File: config.mk
export PLATFORM = sky130hd
export DESIGN_NAME = lavm_queue
export DESIGN_NICKNAME = d
export VERILOG_FILES = /design/src/hw/rtl/lavm_queue.sv
export SDC_FILE = /design/constraint.sdc
export NUM_CORES = 1
export LEC_CHECK = 0
export BUFFER_PORTS_ARGS = -buffer_cell sky130_fd_sc_hd__buf_2
export CORE_UTILIZATION = 45
export DETAILED_ROUTE_END_ITERATION = 10
export MAX_ROUTING_LAYER = met4
export PLACE_DENSITY = 0.7
export SYNTH_ARGS = -nofsm -noshare
export SYNTH_HDL_FRONTEND = slang
export SYNTH_SLANG_ARGS = --single-unit
File: constraint.sdc
create_clock -name clk -period 3.55 [get_ports clk]
set_input_delay 0 -clock clk [delete_from_list [all_inputs] [get_ports clk]]
set_output_delay 0 -clock clk [all_outputs]
set_load 0.01 [all_outputs]
File: src/hw/rtl/lavm_queue.sv
module lavm_queue #(
	parameter int WIDTH = 8,
	parameter int DEPTH = 2
) (
	input  logic             clk,
	input  logic             arst_n,
	input  logic             push,
	input  logic [WIDTH-1:0] wdata,
	output logic             full,
	input  logic             pop,
	output logic [WIDTH-1:0] rdata,
	output logic             empty
);

	localparam int AW = (DEPTH > 1) ? $clog2(DEPTH) : 1;
	localparam int NW = $clog2(DEPTH + 1);

	logic [WIDTH-1:0] mem_q [DEPTH];
	logic [AW-1:0]    wr_ptr_q;
	logic [AW-1:0]    rd_ptr_q;
	logic [NW-1:0]    count_q;
	logic             do_push;
	logic             do_pop;

	assign full    = (count_q == NW'(DEPTH));
	assign empty   = (count_q == '0);
	assign do_push = push & ~full;
	assign do_pop  = pop & ~empty;
	assign rdata   = mem_q[rd_ptr_q];

	always_ff @(posedge clk or negedge arst_n) begin
		if (!arst_n) begin
			wr_ptr_q <= '0;
			rd_ptr_q <= '0;
			count_q  <= '0;
		end else begin
			if (do_push) begin
				wr_ptr_q <= (wr_ptr_q == AW'(DEPTH - 1)) ? '0 : wr_ptr_q + AW'(1);
			end
			if (do_pop) begin
				rd_ptr_q <= (rd_ptr_q == AW'(DEPTH - 1)) ? '0 : rd_ptr_q + AW'(1);
			end
			if (do_push && !do_pop) begin
				count_q <= count_q + NW'(1);
			end else if (do_pop && !do_push) begin
				count_q <= count_q - NW'(1);
			end
		end
	end

	always_ff @(posedge clk) begin
		if (do_push) begin
			mem_q[wr_ptr_q] <= wdata;
		end
	end

endmodule

==> flow_summary.ini <==
[synth]
synth-simple-area-share = 0.03840
yosysWarningCount = 0
synthMuxAreaShare = 0.1152
synth-compound-area-share = 0.006400
ys_ff_latch = 20
synth_fa_ha_area_frac = 0.01600
synth_top_family_by_area = multiplexers
synthXorXnorAreaFrac = 0.06560
ys_seq_area_frac = 0.7424
synth_fp_nets = 57
syn_inst = 44
avgSynthCellArea_um2 = 17.77
ys_types = 15
syn-cell-area_um2 = 782.0

[global_route]
grt_pass1_wl_um = 2076
grt_usage = 0.1613
grt_max_degree = 12
grt_overflow_total = 0
antenna_found_initial = 0
use_met2 = 0.2716
grt_busiest_layer = met2
met1_usage = 0.1886
grt_pass1_vias = 469
grt_util_met3 = 0.03750

[worst_hold_path]
hp-class = input pin to asynchronous set/reset pin

[die]
core_um2 = 1559
die_w_um = 43.69
num_rows = 14
initial_core_util = 0.5016
die-area_um2 = 1908
ios = 22
die_h_um = 43.69

[drt]
wire_per_inst_um = 12.86
drt_first_pass_iters = 2
vias = 461
drc = 0
avgViaCountPerCell = 4.904
drt_iter0_markers = 8
ant_nets = 0
routed_wl_um = 1209

[clock_network]
cts_buffers = 3
cts_resized = 0
cts_tree = built
htreeDepth = 1
cts_root_buffer = clkbuf_4
cts_setup_buffers = 0
clockBufferDepth = 2
clock_latency_ns = 0.28
clk_pin_slew_ns = 0.11
cts_sinks = 20

[job]
maxCapViolations = 0

[worst_setup_path]
path_max_fanout = 8
required_ns = 3.48
crit_arrival_ns = 1.54
path_class = flip-flop to flip-flop
cp-start-kind = flip-flop
cp-end-kind = flip-flop

[sta]
max_freq_mhz = 620.8
finalSetupTns_ns = 0
worst_pin_slew_ns = 0.6763
slew_headroom = 0.5475
rsz0062_at_grt = no
fin_crit_sh = 0.4537
setup_viol = 0
fin_crit_ns = 1.611
maxSlewViolCount = 0
worst_clock_skew_ns = 0.001604
hold_viol_final = 0

[final_layout]
syn_to_final_growth_pct = 32.80
n_antenna_cell = 0
final-seq-area_um2 = 580.6
nNetsFinal = 92
multi_input_area_um2 = 188.9
n_fill_cell = 113
drive_gt1_frac = 0.3718

[power]
p_leak_nw = 0.4370
pwr_density_cell_nw_per_um2 = 725.6
p_total_mw = 0.7535
peakVddDrop_uv = 454.0

[run_status]
status = finished clean

[placement]
post-dp-hpwl_um = 824.2
gp_congestion = 0.6549
io_buffers = 21
## cells by family after synthesis
kind of cell,after synthesis
simple gates,6
fa+ha+maj,1
flops,20
compound gates,1
buf+inv,3
xor+xnor,5
mux,8
## power by group
part	switching, mW	leakage, nW	total, mW	internal (mW)
Clock	0.0638	0.0210	0.126	0.0623
Combinational	0.121	0.221	0.249	0.127
Sequential	0.0506	0.195	0.379	0.328
## repair_timing
item / in CTS / in global routing
endpoints found under the setup margin: 0 / 0
hold buffers: 9 / 1
endpoints found under the hold margin: 20 / 1
## flip-flops by register name (all words and copies together) (netlist names)
signal / flops
count_q: 2
rd_ptr_q: 1
mem_q: 16
wr_ptr_q: 1
## cell usage after synthesis
cell / number / area [um^2]
and3_1: 1 / 6.260
buf_2: 1 / 5.000
dfrtp_1: 4 / 100.1
edfxtp_1: 16 / 480.5
ha_1: 1 / 12.51
inv_1: 2 / 7.510
mux2_1: 6 / 67.56
mux2_2: 2 / 22.52
nand2_2: 1 / 6.260
nand2b_1: 1 / 6.260
nor2_1: 3 / 11.26
o21ai_1: 1 / 5.000
xnor2_1: 2 / 17.52
xnor2_2: 1 / 16.27
xor2_1: 2 / 17.52
## cell type report
class	count	area share
flip-flops and latches	20	0.5590
repair buffers	31	0.1976
multi-input cells	21	0.1819
clock buffers	4	0.03494
well taps	16	0.01928
inverters	2	0.007229
## final timing paths
| path | end | depth (start not counted) | from | slack (ns) |
|---|---|---|---|---|
| worst max-delay path | mem_q[0][1] | 3 | count_q[0] | 1.94 |
| worst min-delay path | count_q[1] | 2 | arst_n | 0.04 |
| worst max register to register | mem_q[0][1] | 3 | count_q[0] | 1.94 |
| worst min register to register | wr_ptr_q | 1 | wr_ptr_q | 0.54 |
| max in group asynchronous | rd_ptr_q | 2 | arst_n | 3.39 |
| min in group clk | rd_ptr_q | 3 | pop | 0.04 |
## metal layers
layer / up-vias / routed length (um) / share of wire
li1: 228 / - / -
met1: 223 / 540 / 0.45
met2: 8 / 629 / 0.52
met3: 2 / 26 / 0.022
met4: 0 / 12 / 0.0099
met5: - / 0 / 0
## stage by stage
step	setup slack, ns	cells	instance area [um^2]	utilization	hold slack (ns)
final	1.939	94	1039	0.6661	0.03570
after global routing	1.827	94	1039	0.6661	0.007953
after CTS	1.929	93	1028	0.6597	0.007332
after detailed placement	1.941	80	902.1	0.5787	-0.1873
after global placement	2.031	80	902.1	0.5787	-0.1893
after floorplan	2.158	44	782.0	-	-0.2956
## critical path, cell delays in order, from the launching register on
cell	delay, ns
dfrtp_1	0.43
nand2b_1	0.18
nand2_2	0.10
nor2_1	0.53
## placed cells by master, fill, tap and decap left out
master,netlist,routed
clkbuf_8,0,1
edfxtp_1,16,16
xor2_1,2,2
xnor2_2,1,1
nor2_1,3,3
mux2_2,2,2
o21ai_1,1,1
clkbuf_4,0,3
dlygate4sd3_1,0,10
nand2_2,1,1
xnor2_1,2,2
buf_2,1,21
ha_1,1,1
and3_1,1,1
mux2_1,6,6
dfrtp_1,4,4
inv_1,2,2
nand2b_1,1,1
Note: power is estimated with default switching activity, not from simulation.
